**src/rtl/core/gcd_pkg.sv**
```systemverilog
// gcd_pkg.sv: shared widths, constants, the arctangent table and the angle bundle type
// of the great circle distance core. It has no dependencies; every other file imports it.
package gcd_pkg;

   // Number of CORDIC iterations in both the rotation and the vectoring pipelines.
   localparam int CordicSteps = 24;

   // Field and datapath widths.
   localparam int LatW  = 31;   // latitude input, degrees times 1e7
   localparam int LonW  = 32;   // longitude input, degrees times 1e7
   localparam int UW    = 34;   // angle in units of 5e-8 degree
   localparam int ZW    = 33;   // signed Q2.30 angle
   localparam int CW    = 33;   // signed Q2.30 sine and cosine
   localparam int RW    = 31;   // clamped haversine term and square roots
   localparam int DW    = 25;   // distance in metres
   localparam int QBits = 30;   // fraction bits of Q2.30

   // Angle reduction constants, in units of 5e-8 degree.
   localparam logic [32:0] TurnUnits   = 33'd7200000000;
   localparam logic [31:0] HalfTurn    = 32'd3600000000;
   localparam logic [30:0] QuarterTurn = 31'd1800000000;

   // Pi times 2^31, split into a high and a low part for two narrow products.
   localparam logic [16:0] PiHi = 17'h1921F;
   localparam logic [15:0] PiLo = 16'hB544;

   localparam logic [29:0]   CordicGain = 30'd652032874;
   localparam logic [RW-1:0] QOne       = 31'h40000000;
   localparam logic [23:0]   EarthDiamM = 24'd12742000;
   localparam logic [DW-1:0] DistMax    = 25'd20015087;

   // Arctangent of 2^-i in Q2.30, rounded to nearest.
   localparam logic [29:0] AtanTable [0:31] = '{
      30'd843314857, 30'd497837829, 30'd263043837, 30'd133525159, 30'd67021687,
      30'd33543516,  30'd16775851,  30'd8388437,   30'd4194283,   30'd2097149,
      30'd1048576,   30'd524288,    30'd262144,    30'd131072,    30'd65536,
      30'd32768,     30'd16384,     30'd8192,      30'd4096,      30'd2048,
      30'd1024,      30'd512,       30'd256,       30'd128,       30'd64,
      30'd32,        30'd16,        30'd8,         30'd4,         30'd2,
      30'd1,         30'd0
   };

   // Reduced angle handed from the converter to the rotation CORDIC.
   typedef struct packed {
      logic          valid;
      logic          neg;     // sine and cosine must be negated
      logic [ZW-1:0] z;       // signed Q2.30 radians
   } angle_type;

endpackage

```
**src/rtl/core/gcd_isqrt.sv**
```systemverilog
// gcd_isqrt.sv: pipelined truncating square root of a Q2.30 value, one root bit per stage.
// Depends on gcd_pkg.
module gcd_isqrt import gcd_pkg::*; (
   input  logic          clock,
   input  logic          reset,
   input  logic          in_valid,
   input  logic [RW-1:0] in_value,
   output logic          out_valid,
   output logic [RW-1:0] out_root
);

   localparam int NW = RW + QBits;   // radicand bits
   localparam int SW = NW + 1;       // trial subtrahend bits

   logic [NW-1:0] rem_ff [0:RW-1];
   logic [RW-1:0] res_ff [0:RW-1];
   logic          v_ff   [0:RW-1];

   for (genvar j = 0; j < RW; j++) begin : g_bit
      localparam int K = RW - 1 - j;
      logic [NW-1:0] remp;
      logic [RW-1:0] resp;
      logic          vp;
      logic [SW-1:0] d;
      logic          ge;

      if (j == 0) begin : g_first
         assign remp = {in_value, {QBits{1'b0}}};
         assign resp = '0;
         assign vp   = in_valid;
      end else begin : g_next
         assign remp = rem_ff[j-1];
         assign resp = res_ff[j-1];
         assign vp   = v_ff[j-1];
      end

      // Try setting root bit K: (res + 2^K)^2 - res^2 against the remainder.
      assign d  = (SW'(resp) << (K + 1)) | (SW'(1) << (2 * K));
      assign ge = {1'b0, remp} >= d;

      always_ff @(posedge clock) begin
         rem_ff[j] <= ge ? NW'({1'b0, remp} - d) : remp;
         res_ff[j] <= ge ? (resp | (RW'(1) << K)) : resp;
      end

      always_ff @(posedge clock) begin
         if (reset) begin
            v_ff[j] <= 1'b0;
         end else begin
            v_ff[j] <= vp;
         end
      end
   end

   assign out_valid = v_ff[RW-1];
   assign out_root  = res_ff[RW-1];

endmodule

```
**config.mk**
```make
export PLATFORM = sky130hd
export DESIGN_NAME = gcd_isqrt
export DESIGN_NICKNAME = d
export VERILOG_FILES = /design/src/rtl/core/gcd_pkg.sv /design/src/rtl/core/gcd_isqrt.sv
export SDC_FILE = /design/constraint.sdc
export NUM_CORES = 2
export LEC_CHECK = 0
export BUFFER_PORTS_ARGS = -buffer_cell sky130_fd_sc_hd__buf_2
export CELL_PAD_IN_SITES_DETAIL_PLACEMENT = 0
export CELL_PAD_IN_SITES_GLOBAL_PLACEMENT = 1
export CORE_UTILIZATION = 56
export CTS_BUF_LIST = sky130_fd_sc_hd__clkbuf_4
export DETAILED_ROUTE_END_ITERATION = 16
export PLACE_DENSITY = 0.9
export SLEW_MARGIN = 0
export SYNTH_ARGS = -nofsm -noshare
export SYNTH_HDL_FRONTEND = slang
export SYNTH_SLANG_ARGS = --single-unit
```
**constraint.sdc**
```tcl
create_clock -name clock -period 5.4 [get_ports clock]
set_input_delay 0.27 -clock clock [delete_from_list [all_inputs] [get_ports clock]]
set_output_delay 0.27 -clock clock [all_outputs]
set_load 0.01 [all_outputs]
```
==> results.md <==
* Combinational Power Share at 30.2%
* Highest Signal Layer: met5
* Status: finished, final reports clean
* Wl on met1 at 75200 µm
* Max-slew violations at 0
* Rows at 130
* Worst vdd ir at 0.384 mV
* Vias in the first global route at 53600
* Share of cells above drive strength 1 at 9.98%
* Ys flop type: dfxtp_1
* Flop pwr share at 45.9%
* Drt total wl at 169000 µm
* Synth Net Count at 8144
* Slew headroom at 14.9%
* FF-to-FF End: rem_ff[6][241]
* Total Routing Usage GR at 25.9%
* Gpl congestion at 0.933
* Hold endpoint: rem_ff[1][224]
* Wire length on met3 at 9440 µm
* CTS Buffer Depth at 4
* Crit Path Max Fanout at 8
* Post-Syn Area at 71200 µm²
* Fin crit period at 4.13 ns
* Critical Path, Cell by Cell: inv_1 -> ha_1 -> inv_1 -> fa_1 -> nand2b_1 -> a21oi_1 -> o22ai_1 -> o31ai_1 -> a311oi_1 -> o21ai_0 -> a311oi_1 -> nand3_1 -> xnor2_1
* Antenna violations before repair at 5
* # port buffers at 65
* Critical Path RT at 6.53 ns
* Setup_tns at 0 ns
* DP HPWL at 125000 µm
* DRC at 0
* Crit path buffers/inverters at 2
* Syn avg cell area at 9.36 µm²
* Number of stages on the worst setup path at 13
* Most frequent cells in the layout: dfxtp_1, inv_1, nand2_1
* Top delay family on crit path: compound AO/OA/AOI/OAI gates
* Worst flop-to-flop path startpoint: res_ff[26][4]
* Cell Pwr Density at 511 nW/µm²
* Die outline width at 359 µm
* EDFF count, synth at 0
* Worst setup path class: register to register
* WL met2 at 78800 µm
* Worst setup EP type: register
* Clock skew at 0.115 ns
* Commonest non-fill, non-tap cell in the layout: dfxtp_1
* F_max at 242 MHz
* RSZ-0062 raised after global routing: no
* Clock power frac at 23.9%
* Seq cells post-synth at 1653
* Post-layout util at 62.7%
* R2R cell count at 13
* HP Class: register to register
* R2R Setup Slk at 1.27 ns
* Total grt overflow at 0
* First-pass GRT wire length at 271000 µm
* CTS tree: built
* Largest stage delay, worst path at 1.06 ns
* LEAKAGE at 37.2 nW
* Switching Share at 36.1%
* Wire length per cell at 16.9 µm
* Main area contributors after synthesis: dfxtp_1, ha_1, xor2_1
* Starting density of the core at 56.5%
* Io pins at 66
* CP max-delay cell: a311oi_1
* Clk pin slew, worst setup/hold paths at 0.07 ns
* Seq/Total Area, Yosys at 46.5%
* Die H at 359 µm
* Worst skew pair latency at 1.29 ns
* Core area at 126000 µm²
* CTS Sinks at 1653
* Post-synth ARST share at 0%
* TritonCTS buffer count at 414
* Total number of vias at 54900
* CTS Root Cell: clkbuf_4
* Hold depth at 0
* Yosys Warn Count at 0
* Max cap viols at 0
* Die area at 129000 µm²
* Post-synthesis instance total at 7602
* Vias per cell at 5.51
* Area fraction of the dominant cell type after synthesis at 46.5%
* Nets at 8600
* Internal power at 25.8 mW
* Least-Margin Pin Slew at 1.27 ns
* Pin count of the biggest net entering global routing at 51
* Final antenna-violating net count at 0
* DRT Pass-1 Iters at 6
* Total net switching power at 14.6 mW
* Data arrival, critical path at 5.27 ns
* Worst Hold Launch: rem_ff[1][163]
* Layout area overhead at 10.9%
* Final Setup Violations at 0
* Unique cell type count in the Yosys netlist at 98
* Startpoint Class: register
* Hold Vio Cnt, Final at 0
* Htree depth at 5
* Number of buffers added for setup after CTS at 0
* Initial DRC count at 3497
* Final worst path period share at 76.5%
* Dominant cell type by area after synthesis: dfxtp_1
-- flip-flops by register name, summed over array words and instances (netlist names) --
name    flops
rem_ff   1126
res_ff    496
v_ff       31
-- kinds of logic after synthesis --
group	count (synthesis)	share of synthesized area, %
DFF	1653	46.5
AOI/OAI and AO/OA	1607	14.0
buffers and inverters	784	4.17
xor gates and xnor gates	750	9.23
and+or+nand+nor	2200	15.4
other	1	0.00527
muxes	99	1.55
adders and majority gates	508	9.08
-- metal layers --
metal | GRT usage (%) | vias to the layer above
li1 | - | 27500
met1 | 33.0 | 25500
met2 | 43.1 | 1501
met3 | 5.26 | 386
met4 | 10.2 | 2
met5 | 0 | -
-- Yosys cell counts, types with 14 or more instances --
cell type / n
xnor2_1: 357
nand4_1: 84
xor2_1: 393
a211o_1: 20
nand3b_1: 18
ha_1: 494
nor4b_1: 15
mux2_2: 89
o2111ai_1: 15
a21oi_1: 475
or4_1: 54
a311oi_1: 14
and3_1: 45
nand2b_1: 93
a21o_1: 188
fa_1: 14
and2_1: 31
a31oi_1: 38
a21boi_0: 20
nor4_1: 151
clkbuf_1: 122
nor3_1: 222
nor2b_1: 86
o21ai_0: 443
dfxtp_1: 1653
or3_1: 82
nor2_1: 485
or2_2: 32
o21bai_1: 47
o21a_1: 76
o31ai_1: 54
o211ai_1: 30
nand3_1: 146
a211oi_1: 68
nand2_1: 575
inv_1: 635
nand4b_1: 21
nor3b_1: 22
-- what timing repair did --
| item | 4_1_cts | 5_1_grt |
|---|---|---|
| gates resized for setup | 0 | 0 |
| hold endpoints to repair | 62 | 0 |
| hold buffers | 98 | 0 |
-- per-stage QoR --
step | power, mW | instance area [µm²] | std cells | hold slack, ns | setup slack [ns]
4_1_cts | 40.4 | 78900 | 9965 | 0.167 | 1.32
6_report | 40.3 | 78900 | 9976 | 0.289 | 1.27
5_1_grt | 43.0 | 78900 | 9972 | 0.242 | 0.948
3_5_place_dp | 30.6 | 73200 | 9194 | 0.336 | 1.38
3_3_place_gp | 30.4 | 73200 | 9194 | 0.334 | 1.41
2_1_floorplan | 27.0 | 71200 | 7602 | 0.298 | 1.79
-- power by group through the flow --
stage                     logic [mW]  clock network [mW]  registers [mW]
final                           12.2                9.66            18.5
after global placement          11.7                   0            18.7
after CTS                       12.0                9.90            18.4
after floorplan                 9.52                   0            17.4
after detailed placement        11.9                   0            18.7
after global routing            13.6                10.6            18.8
-- worst register-to-register path, cell delays in order, from the launching register on --
cell,delay (ns)
dfxtp_1,0.37
inv_1,0.06
ha_1,0.20
inv_1,0.08
fa_1,0.21
nand2b_1,0.14
a21oi_1,0.10
o22ai_1,0.39
o31ai_1,0.29
a311oi_1,0.45
o21ai_0,0.26
a311oi_1,1.06
nand3_1,0.20
xnor2_1,0.17
-- worst max-delay path by stage --
stage	from	to	slack, ns
6_report	res_ff[26][4]	rem_ff[6][241]	1.27
4_1_cts	res_ff[17][15]	rem_ff[4][178]	1.32
3_3_place_gp	rem_ff[5][197]	rem_ff[6][54]	1.41
5_1_grt	rem_ff[6][71]	rem_ff[6][170]	0.95
2_1_floorplan	rem_ff[5][197]	rem_ff[6][54]	1.79
3_5_place_dp	rem_ff[5][197]	rem_ff[6][54]	1.38
-- area by class of cell --
cell class | instances | area (µm²)
Inverter | 640 | 2400
Clock buffer | 556 | 4170
Sequential cell | 1653 | 33100
Clock inverter | 117 | 548
Timing Repair Buffer | 184 | 1460
Fill cell | 10700 | 46900
Antenna cell | 11 | 27.5
Tap cell | 1650 | 2060
Multi-Input combinational cell | 5165 | 35200
Note: power is estimated with default switching activity, not from simulation.
