### src/rtl/core/gcd_pkg.sv
// gcd_pkg.sv: shared widths, constants, the arctangent table and the angle bundle type
// of the great circle distance core. It has no dependencies; every other file imports it.
package gcd_pkg;

   // Number of CORDIC iterations in both the rotation and the vectoring pipelines.
   localparam int CordicSteps = 24;

   // Field and datapath widths.
   localparam int LatW  = 31;   // latitude input, degrees times 1e7
   localparam int LonW  = 32;   // longitude input, degrees times 1e7
   localparam int UW    = 34;   // angle in units of 5e-8 degree
   localparam int ZW    = 33;   // signed Q2.30 angle
   localparam int CW    = 33;   // signed Q2.30 sine and cosine
   localparam int RW    = 31;   // clamped haversine term and square roots
   localparam int DW    = 25;   // distance in metres
   localparam int QBits = 30;   // fraction bits of Q2.30

   // Angle reduction constants, in units of 5e-8 degree.
   localparam logic [32:0] TurnUnits   = 33'd7200000000;
   localparam logic [31:0] HalfTurn    = 32'd3600000000;
   localparam logic [30:0] QuarterTurn = 31'd1800000000;

   // Pi times 2^31, split into a high and a low part for two narrow products.
   localparam logic [16:0] PiHi = 17'h1921F;
   localparam logic [15:0] PiLo = 16'hB544;

   localparam logic [29:0]   CordicGain = 30'd652032874;
   localparam logic [RW-1:0] QOne       = 31'h40000000;
   localparam logic [23:0]   EarthDiamM = 24'd12742000;
   localparam logic [DW-1:0] DistMax    = 25'd20015087;

   // Arctangent of 2^-i in Q2.30, rounded to nearest.
   localparam logic [29:0] AtanTable [0:31] = '{
      30'd843314857, 30'd497837829, 30'd263043837, 30'd133525159, 30'd67021687,
      30'd33543516,  30'd16775851,  30'd8388437,   30'd4194283,   30'd2097149,
      30'd1048576,   30'd524288,    30'd262144,    30'd131072,    30'd65536,
      30'd32768,     30'd16384,     30'd8192,      30'd4096,      30'd2048,
      30'd1024,      30'd512,       30'd256,       30'd128,       30'd64,
      30'd32,        30'd16,        30'd8,         30'd4,         30'd2,
      30'd1,         30'd0
   };

   // Reduced angle handed from the converter to the rotation CORDIC.
   typedef struct packed {
      logic          valid;
      logic          neg;     // sine and cosine must be negated
      logic [ZW-1:0] z;       // signed Q2.30 radians
   } angle_type;

endpackage

### src/rtl/core/gcd_angle.sv
// gcd_angle.sv: reduces an angle to [-90, 90] degrees and converts it to Q2.30 radians.
// Divides by the turn with a reciprocal multiplication and a compare-and-adjust step;
// depends on gcd_pkg.
module gcd_angle import gcd_pkg::*; (
   input  logic                 clock,
   input  logic                 reset,
   input  logic                 in_valid,
   input  logic signed [UW-1:0] in_u,
   output angle_type            out_ang
);

   localparam int EW   = UW + 1;
   localparam int QW   = 31;       // quotient bits
   localparam int NW   = 64;       // dividend bits
   localparam int HiW  = 48;
   localparam int LoW  = 47;
   localparam int MW   = NW - 11;  // dividend with the factor 2^11 of the turn removed
   localparam int PhW  = MW;       // high partial product bits, 21 by 32
   localparam int SumW = MW + 32;  // full reciprocal product bits
   localparam int LW   = 24;       // low bits kept for the remainder check

   localparam logic signed [EW-1:0] TurnS  = EW'(TurnUnits);
   localparam logic signed [EW-1:0] HalfS  = EW'(HalfTurn);
   localparam logic signed [EW-1:0] QuartS = EW'(QuarterTurn);

   // The turn is 2^11 times 3515625; the odd factor is divided by its reciprocal.
   localparam logic [LW-1:0] DivOdd = 24'd3515625;
   localparam logic [31:0]   Recip  = 32'd2562047788;   // floor(2^53 / 3515625)

   // Stage 1: wrap into [-half turn, half turn).
   logic signed [EW-1:0] ue, r1_in;
   logic signed [32:0]   r1_ff;
   logic                 v1_ff;

   always_comb begin
      ue = EW'(in_u);
      if (ue < -HalfS) begin
         r1_in = ue + TurnS;
      end else if (ue >= HalfS) begin
         r1_in = ue - TurnS;
      end else begin
         r1_in = ue;
      end
   end

   always_ff @(posedge clock) begin
      r1_ff <= r1_in[32:0];
   end

   // Stage 2: fold into [-quarter turn, quarter turn] and split sign and magnitude.
   logic signed [EW-1:0] re, rf;
   logic                 neg2_in;
   logic [30:0]          mag_in, mag_ff;
   logic                 neg2_ff, sgn2_ff, v2_ff;

   always_comb begin
      re      = EW'(r1_ff);
      neg2_in = 1'b0;
      if (re > QuartS) begin
         rf      = re - HalfS;
         neg2_in = 1'b1;
      end else if (re < -QuartS) begin
         rf      = re + HalfS;
         neg2_in = 1'b1;
      end else begin
         rf = re;
      end
      mag_in = rf[EW-1] ? 31'(-rf) : rf[30:0];
   end

   always_ff @(posedge clock) begin
      mag_ff  <= mag_in;
      neg2_ff <= neg2_in;
      sgn2_ff <= rf[EW-1];
   end

   // Stage 3: magnitude times pi, as two partial products.
   logic [HiW-1:0] pp_hi_in, pp_hi_ff;
   logic [LoW-1:0] pp_lo_in, pp_lo_ff;
   logic           neg3_ff, sgn3_ff, v3_ff;

   assign pp_hi_in = HiW'(mag_ff) * HiW'(PiHi);
   assign pp_lo_in = LoW'(mag_ff) * LoW'(PiLo);

   always_ff @(posedge clock) begin
      pp_hi_ff <= pp_hi_in;
      pp_lo_ff <= pp_lo_in;
      neg3_ff  <= neg2_ff;
      sgn3_ff  <= sgn2_ff;
   end

   // Stage 4: sum the partial products with the rounding offset and drop the factor 2^11.
   logic [NW-1:0] n_in;
   logic [MW-1:0] nq_ff;
   logic          neg4_ff, sgn4_ff, v4_ff;

   assign n_in = (NW'(pp_hi_ff) << 16) + NW'(pp_lo_ff) + NW'(HalfTurn);

   always_ff @(posedge clock) begin
      nq_ff   <= n_in[NW-1:11];
      neg4_ff <= neg3_ff;
      sgn4_ff <= sgn3_ff;
   end

   // Stage 5: dividend times the reciprocal, as two partial products.
   logic [PhW-1:0] ph_in, ph_ff;
   logic [63:0]    pl_in, pl_ff;
   logic [LW-1:0]  nlo5_ff;
   logic           neg5_ff, sgn5_ff, v5_ff;

   assign ph_in = PhW'(nq_ff[MW-1:32]) * PhW'(Recip);
   assign pl_in = 64'(nq_ff[31:0]) * 64'(Recip);

   always_ff @(posedge clock) begin
      ph_ff   <= ph_in;
      pl_ff   <= pl_in;
      nlo5_ff <= nq_ff[LW-1:0];
      neg5_ff <= neg4_ff;
      sgn5_ff <= sgn4_ff;
   end

   // Stage 6: quotient estimate, equal to the quotient or one below it.
   logic [SumW-1:0] quot_sum;
   logic [QW-1:0]   qe6_ff;
   logic [LW-1:0]   nlo6_ff;
   logic            neg6_ff, sgn6_ff, v6_ff;

   assign quot_sum = (SumW'(ph_ff) << 32) + SumW'(pl_ff);

   always_ff @(posedge clock) begin
      qe6_ff  <= quot_sum[MW+QW-1:MW];
      nlo6_ff <= nlo5_ff;
      neg6_ff <= neg5_ff;
      sgn6_ff <= sgn5_ff;
   end

   // Stage 7: low bits of the estimate times the divisor.
   logic [LW-1:0] m_in, m_ff, nlo7_ff;
   logic [QW-1:0] qe7_ff;
   logic          neg7_ff, sgn7_ff, v7_ff;

   assign m_in = qe6_ff[LW-1:0] * DivOdd;

   always_ff @(posedge clock) begin
      m_ff    <= m_in;
      nlo7_ff <= nlo6_ff;
      qe7_ff  <= qe6_ff;
      neg7_ff <= neg6_ff;
      sgn7_ff <= sgn6_ff;
   end

   // Stage 8: the remainder is below twice the divisor, so one compare fixes the estimate.
   logic [LW-1:0] rem_lo;
   logic [QW-1:0] q_in, q_ff;
   logic          neg8_ff, sgn8_ff, v8_ff;

   assign rem_lo = nlo7_ff - m_ff;
   assign q_in   = qe7_ff + QW'(rem_lo >= DivOdd);

   always_ff @(posedge clock) begin
      q_ff    <= q_in;
      neg8_ff <= neg7_ff;
      sgn8_ff <= sgn7_ff;
   end

   // Output stage: put the sign back.
   logic [ZW-1:0] z_in, z_ff;
   logic          zneg_ff, zv_ff;

   assign z_in = sgn8_ff ? (ZW'(0) - ZW'(q_ff)) : ZW'(q_ff);

   always_ff @(posedge clock) begin
      z_ff    <= z_in;
      zneg_ff <= neg8_ff;
   end

   // Valid bits of all stages.
   always_ff @(posedge clock) begin
      if (reset) begin
         v1_ff <= 1'b0;
         v2_ff <= 1'b0;
         v3_ff <= 1'b0;
         v4_ff <= 1'b0;
         v5_ff <= 1'b0;
         v6_ff <= 1'b0;
         v7_ff <= 1'b0;
         v8_ff <= 1'b0;
         zv_ff <= 1'b0;
      end else begin
         v1_ff <= in_valid;
         v2_ff <= v1_ff;
         v3_ff <= v2_ff;
         v4_ff <= v3_ff;
         v5_ff <= v4_ff;
         v6_ff <= v5_ff;
         v7_ff <= v6_ff;
         v8_ff <= v7_ff;
         zv_ff <= v8_ff;
      end
   end

   assign out_ang.valid = zv_ff;
   assign out_ang.neg   = zneg_ff;
   assign out_ang.z     = z_ff;

endmodule

### config.mk
export PLATFORM = sky130hd
export DESIGN_NAME = gcd_angle
export DESIGN_NICKNAME = d
export VERILOG_FILES = /design/src/rtl/core/gcd_pkg.sv /design/src/rtl/core/gcd_angle.sv
export SDC_FILE = /design/constraint.sdc
export NUM_CORES = 2
export LEC_CHECK = 0
export BUFFER_PORTS_ARGS = -buffer_cell sky130_fd_sc_hd__buf_2
export CAP_MARGIN = 20
export CORE_MARGIN = 4
export CORE_UTILIZATION = 30
export DETAILED_ROUTE_END_ITERATION = 10
export PLACE_DENSITY = 0.55
export SLEW_MARGIN = 30
export SYNTH_ARGS = -nofsm -noshare
export SYNTH_HDL_FRONTEND = slang
export SYNTH_SLANG_ARGS = --single-unit
### constraint.sdc
create_clock -name clock -period 9.4 [get_ports clock]
set_clock_uncertainty 0.05 [all_clocks]
set_input_delay 1.88 -clock clock [delete_from_list [all_inputs] [get_ports clock]]
set_output_delay 1.88 -clock clock [all_outputs]
set_load 0.01 [all_outputs]
==> results.md <==
* R2R depth at 29
* Mux contribution to synthesized area at 0.127%
* Worst Setup Path Type: reg2reg
* RSZ-0062 raised after global routing: false
* Status: completed
* Synth Area in XOR/XNOR at 5.35%
* CTS tree: built
* Top-area cell type share of the netlist area at 32.6%
* Routed wire length on met3 at 6.38 mm
* Syn_nets at 8846
* Unique masters post-synth at 86
* Initial antenna violation count at 6
* Worst Setup Start Kind: flop
* Post-synthesis adder-cell area fraction at 54.7%
* Maximum clock insertion buffer count at 3
* Critical-path top delay cell: fa_1
* Vias at 42936
* Slew margin rel. at 32.8%
* Max Used Layer: met5
* CTS resizes at 0
* Core area at 220000 um2
* Critical Path Sink Type: flop
* Vias in the first global route at 46886
* Worst-Margin Slew at 1.00 ns
* Synth warnings at 0
* FF+latch count, synth at 524
* Fin crit share at 93.5%
* Die X-Extent at 477 um
* Worst path most repeated cell: fa_1
* Post-synthesis area per instance at 10.1 um2
* Area contributors post-synth: fa_1, ha_1, dfxtp_1
* Clock buffers created by TritonCTS at 59
* Share of layout cells above drive strength 1 at 3.88%
* Rows at 172
* Worst hold path class: reg2reg
* Total Wirelength at 162 mm
* Period minus WS final at 8.79 ns
* Hold worst-path end: nlo6_ff[22]
* Met2 WL at 76.6 mm
* Setup_tns at 0 ns
* Pins Over Slew Limit at 0
* CTS root buf: clkbuf_16
* Clk sinks at 524
* Cells after Synth at 6566
* IO buf count at 71
* H-tree Lvls at 2
* Total die area at 228000 um2
* CP Max Fanout at 6
* Drt pass-1 iters at 4
* Post-DRT Antenna Nets at 0
* Worst Path Arrival at 9.32 ns
* Max frequency at 114 MHz
* Critical Path RT at 9.93 ns
* First-pass GRT wire length at 261 mm
* # setup viols final at 0
* Post-CTS Hold Fix Bufs at 0
* Wire per inst at 16.8 um
* Reg2reg setup slack at 0.61 ns
* Detailed Place HPWL at 141 mm
* Compound-Gate Fraction of Synth Area at 7.97%
* Nets at 8986
* Clk_lat worst skew at 0.70 ns
* Post-Syn Area at 66100 um2
* Initial DRC Count at 1822
* EDFF count, synth at 0
* Biggest area consumer among synthesized cells: fa_1
* GRT overflow at 0
* Post-CTS Setup Inserts at 0
* P&R area growth vs syn at 9.51%
* Starting density of the core at 30.1%
* Gpl congestion at 0.911
* Ys async rst share at 0%
* Ys flop type: dfxtp_1
* Number of remaining DRC errors at 0
* # IOs at 72
* Vert. Die Dim at 477 um
* Via density per instance at 4.46
* M1 WL at 76.0 mm
* Sequential element share of the synthesized area at 15.9%
* Worst Hold Depth at 0
* Simple-Gate Fraction of Synth Area at 5.37%
* R2r startpoint: nq_ff[19]
* Largest family of logic cells by synthesized area: adder cells
* Max stage delay on crit path at 0.56 ns
* Largest net degree at the start of global routing at 33
* Max_cap viols at 0
* R2r endpoint: pl_ff[63]
* Total track usage at 14.4%
* Final hold viol count at 0
* Clk slew on worst S/H paths at 0.07 ns
* Worst hold path startpoint: nlo5_ff[22]
==> worst max-delay path by stage <==
stage                   start   endpoint  depth (start not counted)
floorplan            nq_ff[9]  pl_ff[63]                         25
global placement     nq_ff[8]  pl_ff[63]                         30
detailed placement   nq_ff[8]  pl_ff[63]                         27
CTS                  nq_ff[8]  pl_ff[63]                         27
global route         nq_ff[8]  pl_ff[58]                         31
finish              nq_ff[19]  pl_ff[63]                         29
==> cell type report <==
type	count	area [um2]
multi-input combinational	4172	48600
inverter	1823	6840
clock buffer	76	1620
antenna	1	2.50
clock inverter	33	498
timing repair buffer	126	768
sequential	524	10500
fill	22480	147000
tap	2871	3590
==> flip-flops by register name, summed over array words and instances, names as in the netlist, 21 cells and up <==
signal and count:
mag_ff 31, qe6_ff 31, q_ff 31, pl_ff 30, nlo5_ff 24, m_ff 21, qe7_ff 31, nlo6_ff 24
nq_ff 53, z_ff 32, ph_ff 50, nlo7_ff 24, pp_lo_ff 37, r1_ff 33, pp_hi_ff 48
==> routing by layer <==
metal	GRT usage, %	vias up
met1	19.8	21277
met4	2.62	4
met3	1.99	152
li1	-	20874
met2	24.3	629
met5	0	-
==> kinds of logic (layout without fill, tap and decap cells) <==
| family | count (synthesis) | count (layout) |
|---|---|---|
| xor gates and xnor gates | 404 | 404 |
| adders and majority gates | 2243 | 2243 |
| and+or+nand+nor | 709 | 709 |
| buffers and inverters | 1870 | 2058 |
| AOI/OAI and AO/OA | 808 | 808 |
| muxes | 8 | 8 |
| DFF | 524 | 524 |
| other | 0 | 1 |
==> cells in the mapped netlist, types with 7 or more instances <==
master / instances
and3_1: 42
and2_1: 15
a21boi_0: 7
nand4_1: 30
xor2_1: 121
or3_1: 23
o21bai_1: 27
a311oi_1: 7
inv_1: 1823
nand3_1: 78
nor3_1: 53
fa_1: 1077
a211oi_1: 25
nand2b_1: 32
a21o_1: 140
o22ai_1: 13
or2_2: 14
o21a_1: 62
a31o_2: 7
a21oi_1: 231
nand2_1: 160
nor2_1: 169
o211ai_1: 14
o21ai_0: 127
o31ai_1: 23
ha_1: 1166
a31oi_1: 35
xnor2_1: 283
nor2b_1: 49
dfxtp_1: 524
clkbuf_1: 35
and4_1: 8
a211o_1: 8
==> layout by cell type, fill, tap and decap left out, types with 9 or more instances in the layout <==
| cell type | count |
|---|---|
| and2_1 | 15 |
| o21a_1 | 62 |
| bufinv_16 | 9 |
| a21o_1 | 140 |
| o31ai_1 | 23 |
| xor2_1 | 121 |
| a21oi_1 | 231 |
| and3_1 | 42 |
| nor2b_1 | 49 |
| clkbuf_16 | 59 |
| nor3_1 | 53 |
| clkinv_2 | 9 |
| or3_1 | 23 |
| a31oi_1 | 35 |
| buf_4 | 55 |
| buf_2 | 71 |
| nor2_1 | 169 |
| o22ai_1 | 13 |
| a211oi_1 | 25 |
| dfxtp_1 | 524 |
| or2_2 | 14 |
| nand2_1 | 160 |
| nand3_1 | 78 |
| nand2b_1 | 32 |
| xnor2_1 | 283 |
| fa_1 | 1077 |
| o21bai_1 | 27 |
| o211ai_1 | 14 |
| nand4_1 | 30 |
| ha_1 | 1166 |
| clkbuf_1 | 9 |
| inv_1 | 1823 |
| o21ai_0 | 127 |
==> through the flow <==
stage | instance area, um2 | util [%] | setup WS (ns) | cells | hold slack [ns]
2_1_floorplan | 66100 | - | 1.37 | 6566 | 0.260
3_3_place_gp | 70300 | 32.0 | 0.652 | 9516 | 0.260
3_5_place_dp | 70300 | 32.0 | 0.597 | 9516 | 0.262
4_1_cts | 72400 | 33.0 | 0.584 | 9625 | 0.238
5_1_grt | 72400 | 33.0 | 0.179 | 9625 | 0.266
6_report | 72400 | 33.0 | 0.610 | 9626 | 0.254
==> critical path, delay by kind of cell (launching register included) <==
| kind | cells | cell delay [ns] |
|---|---|---|
| adders and majority gates | 9 | 4.46 |
| and+or+nand+nor | 1 | 0.23 |
| DFF | 1 | 0.55 |
| buffers and inverters | 9 | 1.12 |
| xor gates and xnor gates | 1 | 0.11 |
| AOI/OAI and AO/OA | 9 | 2.11 |
Power is left out: the tool's default activity adds up to more than one toggle a clock period on the data nets, which glitch-free logic cannot reach.
